--- config.mk ---
export PLATFORM = sky130hd
export DESIGN_NAME = serial_line_period_command_parser_unit
export DESIGN_NICKNAME = d
export VERILOG_FILES = /design/src/rtl/slpcp_pkg.sv /design/src/rtl/slpcp_line_next.sv /design/src/rtl/serial_line_period_command_parser_unit.sv
export SDC_FILE = /design/constraint.sdc
export NUM_CORES = 1
export LEC_CHECK = 0
export BUFFER_PORTS_ARGS = -buffer_cell sky130_fd_sc_hd__buf_2
export CAP_MARGIN = 10
export CORE_ASPECT_RATIO = 1.4
export CORE_UTILIZATION = 55
export CTS_CLUSTER_DIAMETER = 50
export DETAILED_ROUTE_END_ITERATION = 12
export PLACE_DENSITY = 0.79
export SYNTH_ARGS = -nofsm -noshare
export SYNTH_HDL_FRONTEND = slang
export SYNTH_HIERARCHICAL = 1
export SYNTH_SLANG_ARGS = --single-unit
--- constraint.sdc ---
create_clock -name clk -period 7.1 [get_ports clk]
set_input_delay 1.42 -clock clk [delete_from_list [all_inputs] [get_ports clk]]
set_output_delay 1.42 -clock clk [all_outputs]
set_load 0.01 [all_outputs]
--- src/rtl/slpcp_pkg.sv ---
// ----------------------------------------------------------------------------
// slpcp_pkg
// Shared types, character codes and reset values for the serial line
// period command parser.
// ----------------------------------------------------------------------------
package slpcp_pkg;

	localparam int VALUE_BITS_DEF = 20;
	localparam int CFG_INDEX_BITS = 2;
	localparam int COUNT_BITS     = 7;

	localparam logic [7:0] CHAR_NEWLINE = 8'd10;
	localparam logic [7:0] CHAR_MINUS   = 8'd45;
	localparam logic [7:0] CHAR_ZERO    = 8'd48;
	localparam logic [7:0] CHAR_NINE    = 8'd57;
	localparam logic [7:0] CHAR_NUL     = 8'd0;

	localparam logic [COUNT_BITS-1:0] COUNT_MAX     = 7'd127;
	localparam logic [COUNT_BITS-1:0] KEYWORD_LEN   = 7'd3;

	localparam logic [CFG_INDEX_BITS-1:0] REG_LOWER_BOUND = 2'd0;
	localparam logic [CFG_INDEX_BITS-1:0] REG_UPPER_BOUND = 2'd1;

	localparam int LOWER_BOUND_RESET = 1;
	localparam int UPPER_BOUND_RESET = 1000000;
	localparam int PERIOD_RESET      = 1000;
	localparam int RELOAD_RESET      = 999;

	typedef struct packed {
		logic                  negative;
		logic                  invalid;
		logic                  keyword_ok;
		logic [COUNT_BITS-1:0] count;
	} line_flags_t;

	localparam line_flags_t LINE_FLAGS_CLEAR = '{
		negative:   1'b0,
		invalid:    1'b0,
		keyword_ok: 1'b1,
		count:      '0
	};

	function automatic logic [7:0] keyword_char(input logic [1:0] pos);
		logic [7:0] c;
		case (pos)
			2'd0:    c = 8'd108;
			2'd1:    c = 8'd111;
			2'd2:    c = 8'd103;
			default: c = 8'd0;
		endcase
		return c;
	endfunction

endpackage

--- src/rtl/slpcp_line_next.sv ---
// ----------------------------------------------------------------------------
// slpcp_line_next
// Next line state for one non-newline character: clears a finished line,
// accumulates the decimal magnitude with saturation, tracks sign, invalid
// characters, character count and the keyword match.
// ----------------------------------------------------------------------------
module slpcp_line_next #(
	parameter int VALUE_BITS = slpcp_pkg::VALUE_BITS_DEF
) (
	input  logic [7:0]              rx_byte,
	input  logic                    line_done,
	input  logic [VALUE_BITS-1:0]   mag,
	input  slpcp_pkg::line_flags_t  flags,
	output logic [VALUE_BITS-1:0]   mag_next,
	output slpcp_pkg::line_flags_t  flags_next
);
	import slpcp_pkg::*;

	logic [VALUE_BITS-1:0] base_mag;
	line_flags_t           base_flags;
	logic [VALUE_BITS+3:0] mag_ext;
	logic [VALUE_BITS+3:0] prod;
	logic                  is_digit;

	always_comb begin
		base_mag   = line_done ? '0 : mag;
		base_flags = line_done ? LINE_FLAGS_CLEAR : flags;
		is_digit   = (rx_byte inside {[CHAR_ZERO:CHAR_NINE]});
		mag_ext    = {4'b0, base_mag};
		prod       = (mag_ext << 3) + (mag_ext << 1)
			+ {{(VALUE_BITS-4){1'b0}}, rx_byte - CHAR_ZERO};

		mag_next   = base_mag;
		flags_next = base_flags;

		if (rx_byte != CHAR_NUL) begin
			if (base_flags.count < KEYWORD_LEN) begin
				if (rx_byte != keyword_char(base_flags.count[1:0])) begin
					flags_next.keyword_ok = 1'b0;
				end
			end else begin
				flags_next.keyword_ok = 1'b0;
			end

			if (rx_byte == CHAR_MINUS) begin
				if (base_flags.count == '0) begin
					flags_next.negative = 1'b1;
				end else begin
					flags_next.invalid = 1'b1;
				end
			end else if (is_digit) begin
				if (prod[VALUE_BITS+3:VALUE_BITS] != 4'd0) begin
					mag_next = '1;
				end else begin
					mag_next = prod[VALUE_BITS-1:0];
				end
			end else begin
				flags_next.invalid = 1'b1;
			end

			if (base_flags.count < COUNT_MAX) begin
				flags_next.count = base_flags.count + 1'b1;
			end
		end
	end

endmodule

--- src/rtl/serial_line_period_command_parser_unit.sv ---
// ----------------------------------------------------------------------------
// serial_line_period_command_parser_unit
// Parses newline-terminated command lines from a byte stream into a log
// mode toggle or a timer period, with bounded reload update.
// ----------------------------------------------------------------------------
// Usage:
//   Input channel (in_valid/in_ready, rx_byte) takes one received byte per
//   transaction, one per cycle while no result stalls. Bytes other than
//   newline update the line state and give no result. A newline gives one
//   result transaction on the output channel (out_valid/out_ready) with
//   log_mode, was_keyword, parsed_period, reload_applied and timer_reload.
//   Latency: the result is valid the cycle after the newline is accepted.
//   Throughput: one byte per cycle while no result stalls; the line state
//   updates in a single pass of logic between its registers and the output
//   register. A stalled result holds the output register; in_ready stays
//   high while the output register is empty or being drained, so the next
//   byte is taken in the same cycle a pending result leaves.
//   Bounds are written through the cfg channel (index 0 lower, 1 upper),
//   always ready. Reset clears the line, sets the period to 1000, the
//   reload to 999 and the bounds to 1 and 1000000.
// ----------------------------------------------------------------------------
module serial_line_period_command_parser_unit #(
	parameter int VALUE_BITS = slpcp_pkg::VALUE_BITS_DEF
) (
	input  logic                                 clk,
	input  logic                                 arst_n,
	input  logic                                 cfg_valid,
	output logic                                 cfg_ready,
	input  logic [slpcp_pkg::CFG_INDEX_BITS-1:0] cfg_index,
	input  logic [VALUE_BITS-1:0]                cfg_data,
	input  logic                                 in_valid,
	output logic                                 in_ready,
	input  logic [7:0]                           rx_byte,
	output logic                                 out_valid,
	input  logic                                 out_ready,
	output logic                                 log_mode,
	output logic                                 was_keyword,
	output logic signed [VALUE_BITS:0]           parsed_period,
	output logic                                 reload_applied,
	output logic [VALUE_BITS-1:0]                timer_reload
);
	import slpcp_pkg::*;

	logic [VALUE_BITS-1:0]  lower_q;
	logic [VALUE_BITS-1:0]  upper_q;
	logic [VALUE_BITS-1:0]  mag_q;
	line_flags_t            flags_q;
	logic                   line_done_q;
	logic                   log_q;
	logic signed [VALUE_BITS:0] period_q;
	logic [VALUE_BITS-1:0]  reload_q;

	logic                   out_valid_q;
	logic                   keyword_out_q;
	logic                   applied_out_q;

	logic [VALUE_BITS-1:0]  mag_next;
	line_flags_t            flags_next;
	logic                   in_take;
	logic                   is_newline;
	logic                   keyword;
	logic                   applied;
	logic signed [VALUE_BITS:0] period_new;

	slpcp_line_next #(
		.VALUE_BITS (VALUE_BITS)
	) u_line_next (
		.rx_byte    (rx_byte),
		.line_done  (line_done_q),
		.mag        (mag_q),
		.flags      (flags_q),
		.mag_next   (mag_next),
		.flags_next (flags_next)
	);

	assign cfg_ready = 1'b1;
	assign in_ready  = !out_valid_q || out_ready;
	assign in_take   = in_valid && in_ready;
	assign is_newline = (rx_byte == CHAR_NEWLINE);

	always_comb begin
		keyword = flags_q.keyword_ok && (flags_q.count == KEYWORD_LEN);
		if (flags_q.invalid) begin
			period_new = '1;
		end else if (flags_q.negative) begin
			period_new = -$signed({1'b0, mag_q});
		end else begin
			period_new = $signed({1'b0, mag_q});
		end
		applied = !keyword && !flags_q.invalid && !flags_q.negative
			&& (mag_q > lower_q) && (mag_q < upper_q);
	end

	always_ff @(posedge clk or negedge arst_n) begin
		if (!arst_n) begin
			lower_q <= VALUE_BITS'(LOWER_BOUND_RESET);
			upper_q <= VALUE_BITS'(UPPER_BOUND_RESET);
		end else if (cfg_valid && cfg_ready) begin
			case (cfg_index)
				REG_LOWER_BOUND: lower_q <= cfg_data;
				REG_UPPER_BOUND: upper_q <= cfg_data;
				default: ;
			endcase
		end
	end

	always_ff @(posedge clk or negedge arst_n) begin
		if (!arst_n) begin
			mag_q       <= '0;
			flags_q     <= LINE_FLAGS_CLEAR;
			line_done_q <= 1'b0;
			log_q       <= 1'b0;
			period_q    <= (VALUE_BITS+1)'(PERIOD_RESET);
			reload_q    <= VALUE_BITS'(RELOAD_RESET);
		end else if (in_take) begin
			if (is_newline) begin
				line_done_q <= 1'b1;
				if (keyword) begin
					log_q <= !log_q;
				end else begin
					period_q <= period_new;
				end
				if (applied) begin
					reload_q <= mag_q - 1'b1;
				end
			end else begin
				mag_q       <= mag_next;
				flags_q     <= flags_next;
				line_done_q <= 1'b0;
			end
		end
	end

	always_ff @(posedge clk or negedge arst_n) begin
		if (!arst_n) begin
			out_valid_q   <= 1'b0;
			keyword_out_q <= 1'b0;
			applied_out_q <= 1'b0;
		end else if (in_take && is_newline) begin
			out_valid_q   <= 1'b1;
			keyword_out_q <= keyword;
			applied_out_q <= applied;
		end else if (out_ready) begin
			out_valid_q <= 1'b0;
		end
	end

	// log mode, period and reload only change on a newline, so the live
	// registers double as the held result payload
	assign out_valid      = out_valid_q;
	assign log_mode       = log_q;
	assign was_keyword    = keyword_out_q;
	assign parsed_period  = period_q;
	assign reload_applied = applied_out_q;
	assign timer_reload   = reload_q;

	a_newline_result: assert property (@(posedge clk) disable iff (!arst_n)
		in_valid && in_ready && (rx_byte == CHAR_NEWLINE) |=> out_valid)
		else $error("newline transaction gave no result");

	a_no_spurious_result: assert property (@(posedge clk) disable iff (!arst_n)
		in_valid && in_ready && (rx_byte != CHAR_NEWLINE) && !(out_valid && !out_ready)
		|=> !out_valid)
		else $error("result without newline");

	a_reload_matches: assert property (@(posedge clk) disable iff (!arst_n)
		out_valid && reload_applied
		|-> (timer_reload == parsed_period[VALUE_BITS-1:0] - 1'b1))
		else $error("applied reload differs from period minus one");

	a_keyword_no_reload: assert property (@(posedge clk) disable iff (!arst_n)
		out_valid && was_keyword |-> !reload_applied)
		else $error("keyword line applied a reload");

endmodule
==> reports/summary.log, run 1 <==
[status] result of the run finished, final reports clean
[sta] Fmax achieved 0.200 GHz
[pwr] IR drop worst, VDD 0.177 mV
[synthesis] post-synthesis cell type count 76
[synthesis] post-synthesis async set-or-reset flop share 100%
[final_layout] fill cell total of the finished layout 1174
[cts] clk slew on worst S/H paths 0.06 ns
[setup_path] endpoint of the worst-slack reg-to-reg timing path mag_q[9]
[drt] overall via count from detail_route 6880
[cts] Bufs on Longest Clock Path 2
[floorplanning] IO Count 82
[pwr] net load switching power 0.793 mW
[sta] final setup violation count 0
[cts] number of cells upsized or downsized after cts 0
[placed_design] placed wire-length estimate after detailed placement 15200 um
[synthesis] main flop type after synthesis sky130_fd_sc_hd__dfrtp_1
[drt] residual DRC count 0
[setup_path] CP max FO 20
[synthesis] sequential fraction of the synthesis area 35.1%
[worst_hold_path] end point of the most critical hold path timer_reload[1]
[setup_path] crit path capture type flip-flop
[drt] final antenna-violating net count 0
[cts] post-CTS setup-driven buffer insertion count 0
[global_routing] final global-route overflow total 0
[global_routing] number of antenna violations at the first check in global routing 0
[floorplanning] floorplan die height 148 um
[drt] vias per cell 6.04
[setup_path] required time of the critical path 7.40 ns
[worst_hold_path] launch point of the worst hold path timer_reload[1]
[synthesis] Syn. warnings 6
[sta] Tmin final 5.01 ns
[synthesis] post-synthesis instance area 8350 um2
[setup_path] CP Launch Type input port
[pwr] proportion of power drawn by flip-flops and latches 34.4%
[placed_design] routability congestion estimate 0.890
[synthesis] leading area contributor after synthesis sky130_fd_sc_hd__dfrtp_1
[synthesis] post-synth net total 994
[synthesis] number of flops mapped to enable cells by yosys 0
[cts] total clock buffers created by CTS 17
[drt] DRT iter0 DRCs 462
[setup_path] register-to-register path setup slack 2.31 ns
[pwr] Switching Fraction 32.6%
[pwr] Cell Pwr Density 257 nW/um2
[synthesis] top-area cell type share of the netlist area 27.9%
[sta] post-route worst setup slack 2.09 ns
[setup_path] kind of critical path in2reg
[final_layout] P&R area growth vs syn 13.6%
[cts] hold-fix buffers at CTS 0
[setup_path] Crit path arrival time 5.31 ns
[floorplanning] initial core utilization 57.0%
[cts] clock tree root buffer cell sky130_fd_sc_hd__clkbuf_16
[global_routing] number of global-route vias before repair 7226
[final_layout] most frequent standard cell in the layout excluding fill and tap cells sky130_fd_sc_hd__dfrtp_1
[cts] TritonCTS clock tree yes
[worst_hold_path] WHS Path Cells 2
[cts] Clock H-tree levels 4
[pwr] internal portion of total power 1.64 mW
[flow_run] number of maximum-capacitance violations 0
[placed_design] PortBufs 80
[floorplanning] die area 15700 um2
[sta] setup skew after layout 0.0116 ns
[final_layout] Final Instance Count excl. Fillers 1139
[pwr] Static Leakage 4.77 nW
[global_routing] Total GRT Usage 28.0%
[synthesis] number of synthesized register bits 116
[drt] aggregate routed wire length 21300 um
[sta] Worst-Margin Slew 1.13 ns
[pwr] Clock Power Share 39.3%
[floorplanning] die width 106 um
[pwr] Comb power frac 26.3%
[synthesis] Post-Synthesis Cells 873
[sta] final max-slew violation count 0
[cts] number of clock sinks 116
[setup_path] worst-case reg-to-reg path depth 13
[sta] worst hold margin 0.473 ns
[global_routing] pin count of the biggest net entering global routing 82
[final_layout] proportion of layout cells with a drive suffix above 1 23.5%
[placed_design] number of placed instances with taps included 1107
[synthesis] Syn Area/Cell 9.56 um2
[sta] Max-Slew Margin vs Limit 24.8%
[worst_hold_path] worst min-delay path category reg2reg
[drt] average wire per cell in the routed design 18.7 um
[floorplanning] placeable core region 14600 um2
[sta] setup_tns 0 ns
[cts] clock latency at the later pin of the worst-skew pair 0.42 ns
[floorplanning] total number of placement rows 52
[global_routing] first-pass GRT wire length 34200 um
[sta] Hold Vio Cnt, Final 0
[final_layout] antenna diode count 0
[sta] part of the cycle the worst path needs 70.6%
[final_layout] highest-count cells in the layout ignoring fill and taps sky130_fd_sc_hd__dfrtp_1 (93), sky130_fd_sc_hd__ha_1 (82), sky130_fd_sc_hd__nor2_1 (81)
[drt] drt first pass iters 5
[final_layout] number of nets in the finished design 1058
[pwr] total power 2.43 mW
[synthesis] Synth area leaders sky130_fd_sc_hd__dfrtp_1 (28%), sky130_fd_sc_hd__ha_1 (12%), sky130_fd_sc_hd__dfstp_2 (7.2%)
[setup_path] worst flop-to-flop path startpoint line_done_q
[sta] setup repair after global routing missed its margin false
[placed_design] Placement Setup Slack 1.70 ns
state kept, by name, summed over array words and instances, names as in the netlist:
name and cells:
parsed_period 21, lower_q 20, mag_q 20, timer_reload 20
upper_q 20, flags_q 10, line_done_q 1, log_mode 1
out_valid 1, reload_applied 1, was_keyword 1
worst max path at each step:
| stage | to | from | cells past startpoint | slack, ns |
|---|---|---|---|---|
| 2_1_floorplan | mag_q[0] | rx_byte[4] | 15 | 2.72 |
| 3_3_place_gp | mag_q[7] | rx_byte[4] | 15 | 1.77 |
| 3_5_place_dp | mag_q[16] | rx_byte[4] | 15 | 1.70 |
| 4_1_cts | mag_q[9] | rx_byte[4] | 15 | 2.13 |
| 5_1_grt | mag_q[14] | rx_byte[4] | 15 | 1.87 |
| 6_report | mag_q[9] | rx_byte[4] | 15 | 2.09 |
critical path, stage by stage:
cell,delay [ns]
sky130_fd_sc_hd__buf_2,0.15
sky130_fd_sc_hd__inv_1,0.09
sky130_fd_sc_hd__ha_1,0.28
sky130_fd_sc_hd__inv_1,0.05
sky130_fd_sc_hd__fa_1,0.48
sky130_fd_sc_hd__inv_1,0.04
sky130_fd_sc_hd__ha_1,0.34
sky130_fd_sc_hd__o211ai_1,0.24
sky130_fd_sc_hd__a211oi_1,0.07
sky130_fd_sc_hd__o311ai_1,0.29
sky130_fd_sc_hd__nand3_1,0.12
sky130_fd_sc_hd__mux2_2,0.31
sky130_fd_sc_hd__nor4_4,0.90
sky130_fd_sc_hd__a31oi_1,0.20
sky130_fd_sc_hd__mux2_2,0.32
per-stage QoR:
stage               area [um2]  utilization (%)
detailed placement        8830             60.3
finish                    9480             64.8
floorplan                 8350                -
global route              9480             64.8
global placement          8830             60.3
CTS                       9480             64.8
cell families (layout without fill, tap and decap cells):
logic type | Yosys count | in the layout | synth area share, %
xor+xnor | 61 | 61 | 6.40
fa+ha+maj | 86 | 86 | 13.2
simple gates | 238 | 238 | 14.3
other cells | 1 | 1 | 0.0449
flops | 116 | 116 | 35.1
compound gates | 186 | 186 | 14.6
mux | 74 | 74 | 10.4
buf+inv | 111 | 188 | 5.88
power groups by stage:
stage / logic (mW) / clock network, mW / registers [mW]
finish: 0.641 / 0.957 / 0.836
global route: 0.716 / 0.987 / 0.844
CTS: 0.639 / 0.956 / 0.834
detailed placement: 0.626 / 0 / 0.843
global placement: 0.603 / 0 / 0.838
floorplan: 0.483 / 0 / 0.810
cells in the mapped netlist (all sizes together) (16+ instances only):
cell type and number:
a21oi 53, a31oi 24, buf 16, clkbuf 26, dfrtp 93, dfstp 23, ha 82, inv 68
mux2 71, nand2 62, nor2 81, nor2b 21, o21ai 45, xnor2 23, xor2 38
cell type report:
cell class              instances  area (um2)  area share (%)
multi-input cells             646        4950            52.2
clock inverters                15         229            2.41
repair buffers                 87         455            4.80
inverters                      69         259            2.73
well taps                     189         236            2.49
clock buffers                  17         425            4.49
flip-flops and latches        116        2930            30.9
metal layers:
metal	share of wire (%)	wire length [um]	vias to the layer above	track usage, %
li1	-	-	3210	-
met1	39	8380	3373	30.7
met2	52	11200	220	50.2
met3	3.3	711	77	4.23
met4	5.0	1070	0	17.4
met5	0	0	-	0
Note: power is estimated with default switching activity, not from simulation.
==> inputs of run 2 (changes only) <==
PLACE_DENSITY = 0.82   (was 0.79)
clock period = 4.2 ns   (was 7.1 ns; I/O delays follow)
==> run 2 against run 1 <==
Compared with the run above: sequential cell count unchanged; first-iteration DRC count grew 29%; worst setup slack got worse by 1.9 ns; clock skew fell by 0.0026 ns.
==> reports/summary.log, run 2 (synthesized netlist as in run 1, its figures left out) <==
[pwr] total power 4.11 mW [+69%]
[global_routing] final global-route overflow total 0 [unchanged]
[sta] final max-slew violation count 0 [unchanged]
[pwr] Cell Pwr Density 425 nW/um2 [+65%]
[drt] drt first pass iters 5 [unchanged]
[floorplanning] initial core utilization 57.0% [unchanged]
[setup_path] CP Launch Type flip-flop
[cts] Bufs on Longest Clock Path 2 [unchanged]
[setup_path] worst flop-to-flop path startpoint line_done_q
[setup_path] worst-case reg-to-reg path depth 13 [unchanged]
[sta] Tmin final 3.97 ns
[cts] hold-fix buffers at CTS 0 [unchanged]
[floorplanning] placeable core region 14600 um2 [unchanged]
[pwr] Switching Fraction 32.8% [+0.20 points]
[setup_path] Crit path arrival time 4.26 ns [-1.05 ns]
[floorplanning] die area 15700 um2 [unchanged]
[final_layout] antenna diode count 0 [unchanged]
[global_routing] pin count of the biggest net entering global routing 68 [-17%]
[flow_run] number of maximum-capacitance violations 0 [unchanged]
[drt] average wire per cell in the routed design 18.7 um [-0.15%]
[pwr] proportion of power drawn by flip-flops and latches 33.0% [-1.4 points]
[sta] setup_tns 0 ns [unchanged]
[drt] aggregate routed wire length 21800 um [+2.2%]
[pwr] net load switching power 1.35 mW [+70%]
[global_routing] number of global-route vias before repair 7233 [+0.097%]
[final_layout] number of flip-flops under the largest register name 21 [unchanged]
[setup_path] biggest cell delay along the critical path 0.49 ns [-0.41 ns]
[global_routing] GR Util met3 4.72% [+0.49 points]
[drt] final antenna-violating net count 0 [unchanged]
[setup_path] worst setup path endpoint mag_q[4]
[cts] clock latency at the later pin of the worst-skew pair 0.42 ns [about the same]
[drt] vias per cell 6.04 [about the same]
[setup_path] worst-path cell chain clkinv_1 -> nand2_1 -> fa_1 -> fa_1 -> nand2b_1 -> a211oi_1 -> o311ai_1 -> nand3_1 -> mux2_2 -> nor4_4 -> buf_12 -> a31oi_1 -> mux2_2
[sta] part of the cycle the worst path needs 94.5%
[cts] TritonCTS clock tree yes
[floorplanning] total number of placement rows 52 [unchanged]
[pwr] internal portion of total power 2.76 mW [+68%]
[global_routing] Total GRT Usage 29.1% [+1.1 points]
[status] result of the run finished, final reports clean
[cts] Clock H-tree levels 4 [unchanged]
[global_routing] met1 layer usage reported by global route 31.8% [+1.1 points]
[sta] Max-Slew Margin vs Limit 25.9% [+1.1 points]
[cts] clk slew on worst S/H paths 0.06 ns [about the same]
[final_layout] number of nets in the finished design 1085 [+2.6%]
[floorplanning] floorplan die height 148 um [unchanged]
[drt] overall via count from detail_route 7038 [+2.3%]
[placed_design] routability congestion estimate 0.911 [+2.3%]
[global_routing] number of antenna violations at the first check in global routing 0 [unchanged]
[setup_path] required time of the critical path 4.50 ns [-2.90 ns]
[setup_path] kind of critical path reg2reg
[sta] setup repair after global routing missed its margin false
[final_layout] P&R area growth vs syn 16.0%
[placed_design] PortBufs 80 [unchanged]
[final_layout] highest-count cells in the layout ignoring fill and taps sky130_fd_sc_hd__dfrtp_1 (93), sky130_fd_sc_hd__ha_1 (82), sky130_fd_sc_hd__nor2_1 (81)
[cts] number of clock sinks 116 [unchanged]
[placed_design] instance area at placement 9040 um2 [+2.4%]
[setup_path] critical path launch point line_done_q
[setup_path] CP max-delay cell sky130_fd_sc_hd__fa_1
[placed_design] placed wire-length estimate after detailed placement 15900 um [+4.2%]
[final_layout] proportion of layout cells with a drive suffix above 1 25.5% [+2.0 points]
[floorplanning] die width 106 um [unchanged]
[setup_path] crit path capture type flip-flop
[cts] total clock buffers created by CTS 17 [unchanged]
[sta] final setup violation count 0 [unchanged]
[final_layout] Final Core Density 66.1% [+1.4 points]
[cts] post-CTS setup-driven buffer insertion count 0 [unchanged]
[global_routing] first-pass GRT wire length 35400 um [+3.6%]
[pwr] Static Leakage 4.91 nW [+2.9%]
[sta] Fmax achieved 0.252 GHz
[worst_hold_path] worst min-delay path category reg2reg
[final_layout] most frequent standard cell in the layout excluding fill and tap cells sky130_fd_sc_hd__dfrtp_1
[pwr] Comb power frac 28.8% [+2.5 points]
[drt] residual DRC count 0 [unchanged]
[pwr] Clock Power Share 38.2% [-1.1 points]
[sta] Hold Vio Cnt, Final 0 [unchanged]
[setup_path] register-to-register path setup slack 0.23 ns [-2.08 ns]
[global_routing] global routing met2 resource utilization 52.9% [+2.7 points]
[floorplanning] IO Count 82 [unchanged]
[final_layout] area of all placed cells without fillers 9680 um2 [+2.1%]
[sta] post-route worst setup slack 0.231 ns [-1.86 ns]
[sta] setup skew after layout 0.00901 ns [-0.00261 ns]
[global_routing] global route hottest layer met2
[placed_design] Placement Setup Slack -0.0219 ns [-1.72 ns]
[pwr] IR drop worst, VDD 0.316 mV [+79%]
[setup_path] endpoint of the worst-slack reg-to-reg timing path mag_q[4]
[cts] clock tree root buffer cell sky130_fd_sc_hd__clkbuf_16
[cts] number of cells upsized or downsized after cts 0 [unchanged]
[sta] Worst-Margin Slew 1.11 ns [-0.0181 ns]
[setup_path] CP max FO 20 [unchanged]
[drt] DRT iter0 DRCs 597 [+29%]
-- run 2: worst min path at each step --
| stage | slack, ns | cells past startpoint | startpoint | endpoint |
|---|---|---|---|---|
| after floorplan | 0.47 | 2 | timer_reload[1] | timer_reload[1] |
| after global placement | 0.46 | 1 | log_mode | log_mode |
| after detailed placement | 0.45 | 1 | log_mode | log_mode |
| after CTS | 0.47 | 1 | log_mode | log_mode |
| after global routing | 0.49 | 1 | log_mode | log_mode |
| final | 0.47 | 1 | log_mode | log_mode |
-- run 2: power groups by stage --
stage | Sequential [mW] | Clock [mW] | Combinational, mW
after floorplan | 1.37 | 0 | 0.816
after global placement | 1.36 | 0 | 1.11
after detailed placement | 1.37 | 0 | 1.15
after CTS | 1.35 | 1.58 | 1.18
after global routing | 1.37 | 1.63 | 1.30
final | 1.35 | 1.57 | 1.19
-- run 2: final cells by class --
type	instances	area [um2]
fillers	1084	4960
multi-input cells	646	4940
flip-flops and latches	116	2930
repair buffers	114	671
clock buffers	18	439
inverters	69	259
well taps	189	236
clock inverters	14	203
-- run 2: critical path: cells and delay by family, from the launching register on --
family | cells | cell delay [ns]
multiplexers | 2 | 0.65
flip-flops | 1 | 0.38
AND/OR/NAND/NOR | 4 | 0.84
adder cells (fa/ha/maj) | 2 | 0.95
AO/OA/AOI/OAI | 3 | 0.53
buffers and inverters | 2 | 0.46
-- run 2: per-stage QoR --
stage / hold WS [ns] / cells
after floorplan: 0.470 / 873
after global placement: 0.459 / 1134
after detailed placement: 0.453 / 1134
after CTS: 0.470 / 1166
after global routing: 0.486 / 1166
final: 0.470 / 1166
-- run 2: routing by layer --
| metal | up-vias | part of all wire [%] |
|---|---|---|
| met2 | 277 | 53 |
| met3 | 77 | 4.6 |
| met4 | 0 | 4.7 |
| met5 | - | 0 |
| li1 | 3266 | - |
| met1 | 3418 | 38 |
==> inputs of run 3 (changes only) <==
ABC_AREA = 1   (was default)
CTS_BUF_LIST = sky130_fd_sc_hd__clkbuf_4 sky130_fd_sc_hd__clkbuf_8 sky130_fd_sc_hd__clkbuf_16   (was default)
==> run 3 against run 2 <==
Compared with the run above: via count rose by 17%; wire length rose by 1.7%; worst setup slack improved by 0.14 ns; sequential cell count did not move; design area rose by 5.9%; clock power barely moved; die area rose by 8.7%; largest cell class unchanged; largest power group is now combinational cells.
==> reports/summary.log, run 3 <==
[sta] Tmin final 3.83 ns [-0.139 ns]
[cts] Bufs on Longest Clock Path 2 [unchanged]
[final_layout] most frequent standard cell in the layout excluding fill and tap cells sky130_fd_sc_hd__nand2_1
[placed_design] placed wire-length estimate after detailed placement 17000 um [+6.8%]
[sta] part of the cycle the worst path needs 91.2% [-3.3 points]
[synthesis] post-synthesis instance area 9080 um2 [+8.8%]
[final_layout] number of flip-flops under the largest register name 21 [unchanged]
[setup_path] required time of the critical path 4.47 ns [-0.03 ns]
[synthesis] top cells by instance count after synthesis sky130_fd_sc_hd__nand2_1 (386), sky130_fd_sc_hd__inv_1 (220), sky130_fd_sc_hd__nor2_1 (94), sky130_fd_sc_hd__dfrtp_1 (93), sky130_fd_sc_hd__ha_1 (82)
[synthesis] number of flops mapped to enable cells by yosys 0 [unchanged]
[setup_path] critical path launch point line_done_q
[drt] aggregate routed wire length 22200 um [+1.7%]
[synthesis] post-synthesis async set-or-reset flop share 100% [unchanged]
[drt] drt first pass iters 5 [unchanged]
[setup_path] kind of critical path reg2reg
[flow_run] number of maximum-capacitance violations 0 [unchanged]
[sta] setup_tns 0 ns [unchanged]
[placed_design] instance area at placement 9590 um2 [+6.1%]
[cts] clock latency at the later pin of the worst-skew pair 0.42 ns [about the same]
[final_layout] fill cell total of the finished layout 1373 [+27%]
[global_routing] Total GRT Usage 26.9% [-2.2 points]
[final_layout] area taken by flip-flops and latches 2930 um2 [unchanged]
[placed_design] PortBufs 80 [unchanged]
[final_layout] number of nets in the finished design 1472 [+36%]
[floorplanning] placeable core region 16200 um2 [+10%]
[floorplanning] IO Count 82 [unchanged]
[synthesis] main flop type after synthesis sky130_fd_sc_hd__dfrtp_1
[synthesis] Post-Synthesis Cells 1277 [+46%]
[synthesis] sequential fraction of the synthesis area 32.3% [-2.8 points]
[synthesis] number of synthesized register bits 116 [unchanged]
[sta] setup skew after layout 0.0165 ns [+0.00745 ns]
[setup_path] crit path capture type flip-flop
[cts] post-CTS setup-driven buffer insertion count 0 [unchanged]
[drt] vias per cell 5.25 [-13%]
[synthesis] post-synthesis cell type count 49 [-36%]
[sta] Max-Slew Margin vs Limit 46.4% [+20 points]
[synthesis] Syn Area/Cell 7.11 um2 [-26%]
[cts] Clock H-tree levels 4 [unchanged]
[sta] Worst-Margin Slew 0.805 ns [-0.303 ns]
[final_layout] antenna diode count 0 [unchanged]
[synthesis] most frequent cell after synthesis sky130_fd_sc_hd__nand2_1
[final_layout] area occupied by multi-input gates 5120 um2 [+3.5%]
[final_layout] area of all placed cells without fillers 10300 um2 [+5.9%]
[cts] TritonCTS clock tree yes
[sta] Fmax achieved 0.261 GHz [+3.6%]
[final_layout] proportion of layout cells with a drive suffix above 1 16.3% [-9.2 points]
[floorplanning] die width 111 um [+4.2%]
[placed_design] routability congestion estimate 0.944 [+3.7%]
[global_routing] number of antenna violations at the first check in global routing 0 [unchanged]
[floorplanning] initial core utilization 56.2% [-0.85 points]
[sta] final setup violation count 0 [unchanged]
[setup_path] CP max FO 25 [+25%]
[cts] hold-fix buffers at CTS 0 [unchanged]
[final_layout] P&R area growth vs syn 12.9%
[setup_path] CP Launch Type flip-flop
[synthesis] post-synth net total 1398 [+41%]
[drt] overall via count from detail_route 8210 [+17%]
[drt] average wire per cell in the routed design 14.2 um [-24%]
[global_routing] number of global-route vias before repair 8056 [+11%]
[synthesis] Syn. warnings 6 [unchanged]
[floorplanning] die area 17000 um2 [+8.7%]
[pwr] Cell Pwr Density 493 nW/um2 [+16%]
[cts] number of clock sinks 116 [unchanged]
[setup_path] worst flop-to-flop path startpoint line_done_q
[global_routing] final global-route overflow total 0 [unchanged]
[pwr] Static Leakage 5.78 nW [+18%]
[sta] setup repair after global routing missed its margin false
[sta] final max-slew violation count 0 [unchanged]
[floorplanning] floorplan die height 154 um [+4.3%]
[cts] clock tree root buffer cell sky130_fd_sc_hd__clkbuf_16
[cts] clk slew on worst S/H paths 0.06 ns [about the same]
[pwr] IR drop worst, VDD 0.562 mV [+78%]
[setup_path] Crit path arrival time 4.10 ns [-0.16 ns]
[worst_hold_path] worst min-delay path category in2async
[synthesis] leading area contributor after synthesis sky130_fd_sc_hd__dfrtp_1
[synthesis] top-area cell type share of the netlist area 25.6% [-2.3 points]
[setup_path] worst setup path endpoint mag_q[7]
[floorplanning] total number of placement rows 55 [+5.8%]
[cts] number of cells upsized or downsized after cts 0 [unchanged]
[synthesis] Synth area leaders sky130_fd_sc_hd__dfrtp_1 (26%), sky130_fd_sc_hd__nand2_1 (16%), sky130_fd_sc_hd__ha_1 (11%)
[cts] total clock buffers created by CTS 17 [unchanged]
[final_layout] highest-count cells in the layout ignoring fill and taps sky130_fd_sc_hd__nand2_1 (386), sky130_fd_sc_hd__inv_1 (220), sky130_fd_sc_hd__nor2_1 (94)
[drt] final antenna-violating net count 0 [unchanged]
[global_routing] first-pass GRT wire length 37500 um [+5.8%]
[status] result of the run finished, final reports clean
[setup_path] worst-case reg-to-reg path depth 17 [+4]
[pwr] total power 5.06 mW [+23%]
[setup_path] endpoint of the worst-slack reg-to-reg timing path mag_q[7]
[drt] DRT iter0 DRCs 713 [+19%]
[drt] residual DRC count 0 [unchanged]
[setup_path] register-to-register path setup slack 0.37 ns [+0.14 ns]
[global_routing] pin count of the biggest net entering global routing 59 [-13%]
[sta] Hold Vio Cnt, Final 0 [unchanged]
run 3: cell count changes after synthesis, sizes merged, moves of 12 or more:
cell,before,now
xor2,38,24
inv,68,227
nor2b,21,1
a21oi,53,66
mux2,71,0
nor2,81,108
a21o,13,1
o21ai,45,97
a31oi,24,1
nand3,13,56
nand2,62,401
run 3: layout make-up:
cell class / instances / area share (%)
multi-input combinational: 902 / 49.9
tap: 199 / 2.43
clock inverter: 14 / 1.95
timing repair buffer: 85 / 4.49
clock buffer: 18 / 4.28
inverter: 229 / 8.38
sequential: 116 / 28.6
run 3: logic make-up after synthesis:
kind of cell    count (synthesis)  synth area share [%]
simple gates                  602                  29.4
buf+inv                       259                  11.4
compound gates                175                  11.0
flops                         116                  32.3
fa+ha+maj                      86                  12.2
xor+xnor                       38                  3.66
other cells                     1                0.0413
run 3: worst min-delay path by stage:
stage               slack (ns)                to  depth (start not counted)
floorplan                 0.42   timer_reload[0]                          1
global placement          0.45          log_mode                          1
detailed placement        0.46  timer_reload[13]                          2
CTS                       0.48          log_mode                          1
global route              0.49          log_mode                          1
finish                    0.48    reload_applied                          1
run 3: stage by stage:
step                util, %  hold slack [ns]  std cells  setup slack [ns]
global route           63.4            0.485       1563             0.116
floorplan                 -            0.423       1277             0.844
CTS                    63.2            0.478       1562             0.396
detailed placement     59.3            0.465       1530             0.352
global placement       59.3            0.454       1530             0.426
finish                 63.4            0.475       1563             0.370
run 3: worst max-delay path, cell delays in order (launching register included):
cell and delay [ns]:
sky130_fd_sc_hd__dfrtp_1 0.48, sky130_fd_sc_hd__inv_2 0.41, sky130_fd_sc_hd__nand2_1 0.27, sky130_fd_sc_hd__xnor2_1 0.24
sky130_fd_sc_hd__ha_1 0.26, sky130_fd_sc_hd__ha_1 0.37, sky130_fd_sc_hd__a21oi_1 0.23, sky130_fd_sc_hd__o21ai_2 0.16
sky130_fd_sc_hd__nand2_1 0.11, sky130_fd_sc_hd__nand2_2 0.08, sky130_fd_sc_hd__nand2_1 0.11, sky130_fd_sc_hd__a21boi_2 0.10
sky130_fd_sc_hd__nor2_4 0.45, sky130_fd_sc_hd__nand3_1 0.17, sky130_fd_sc_hd__nand2_1 0.09, sky130_fd_sc_hd__inv_1 0.04
sky130_fd_sc_hd__nand2_1 0.05, sky130_fd_sc_hd__o21ai_0 0.08
run 3: power breakdown:
part / internal (mW) / total [mW] / switching [mW]
clock network: 1.02 / 1.57 / 0.556
logic: 0.709 / 2.01 / 1.30
registers: 1.28 / 1.48 / 0.201
run 3: layer usage:
metal,track usage (%),part of all wire (%),vias to the layer above,wire [um]
li1,-,-,4122,-
met1,32.3,42,3757,9260
met2,46.4,48,271,10700
met3,2.56,4.3,60,943
met4,16.3,5.8,0,1280
met5,0,0,-,0
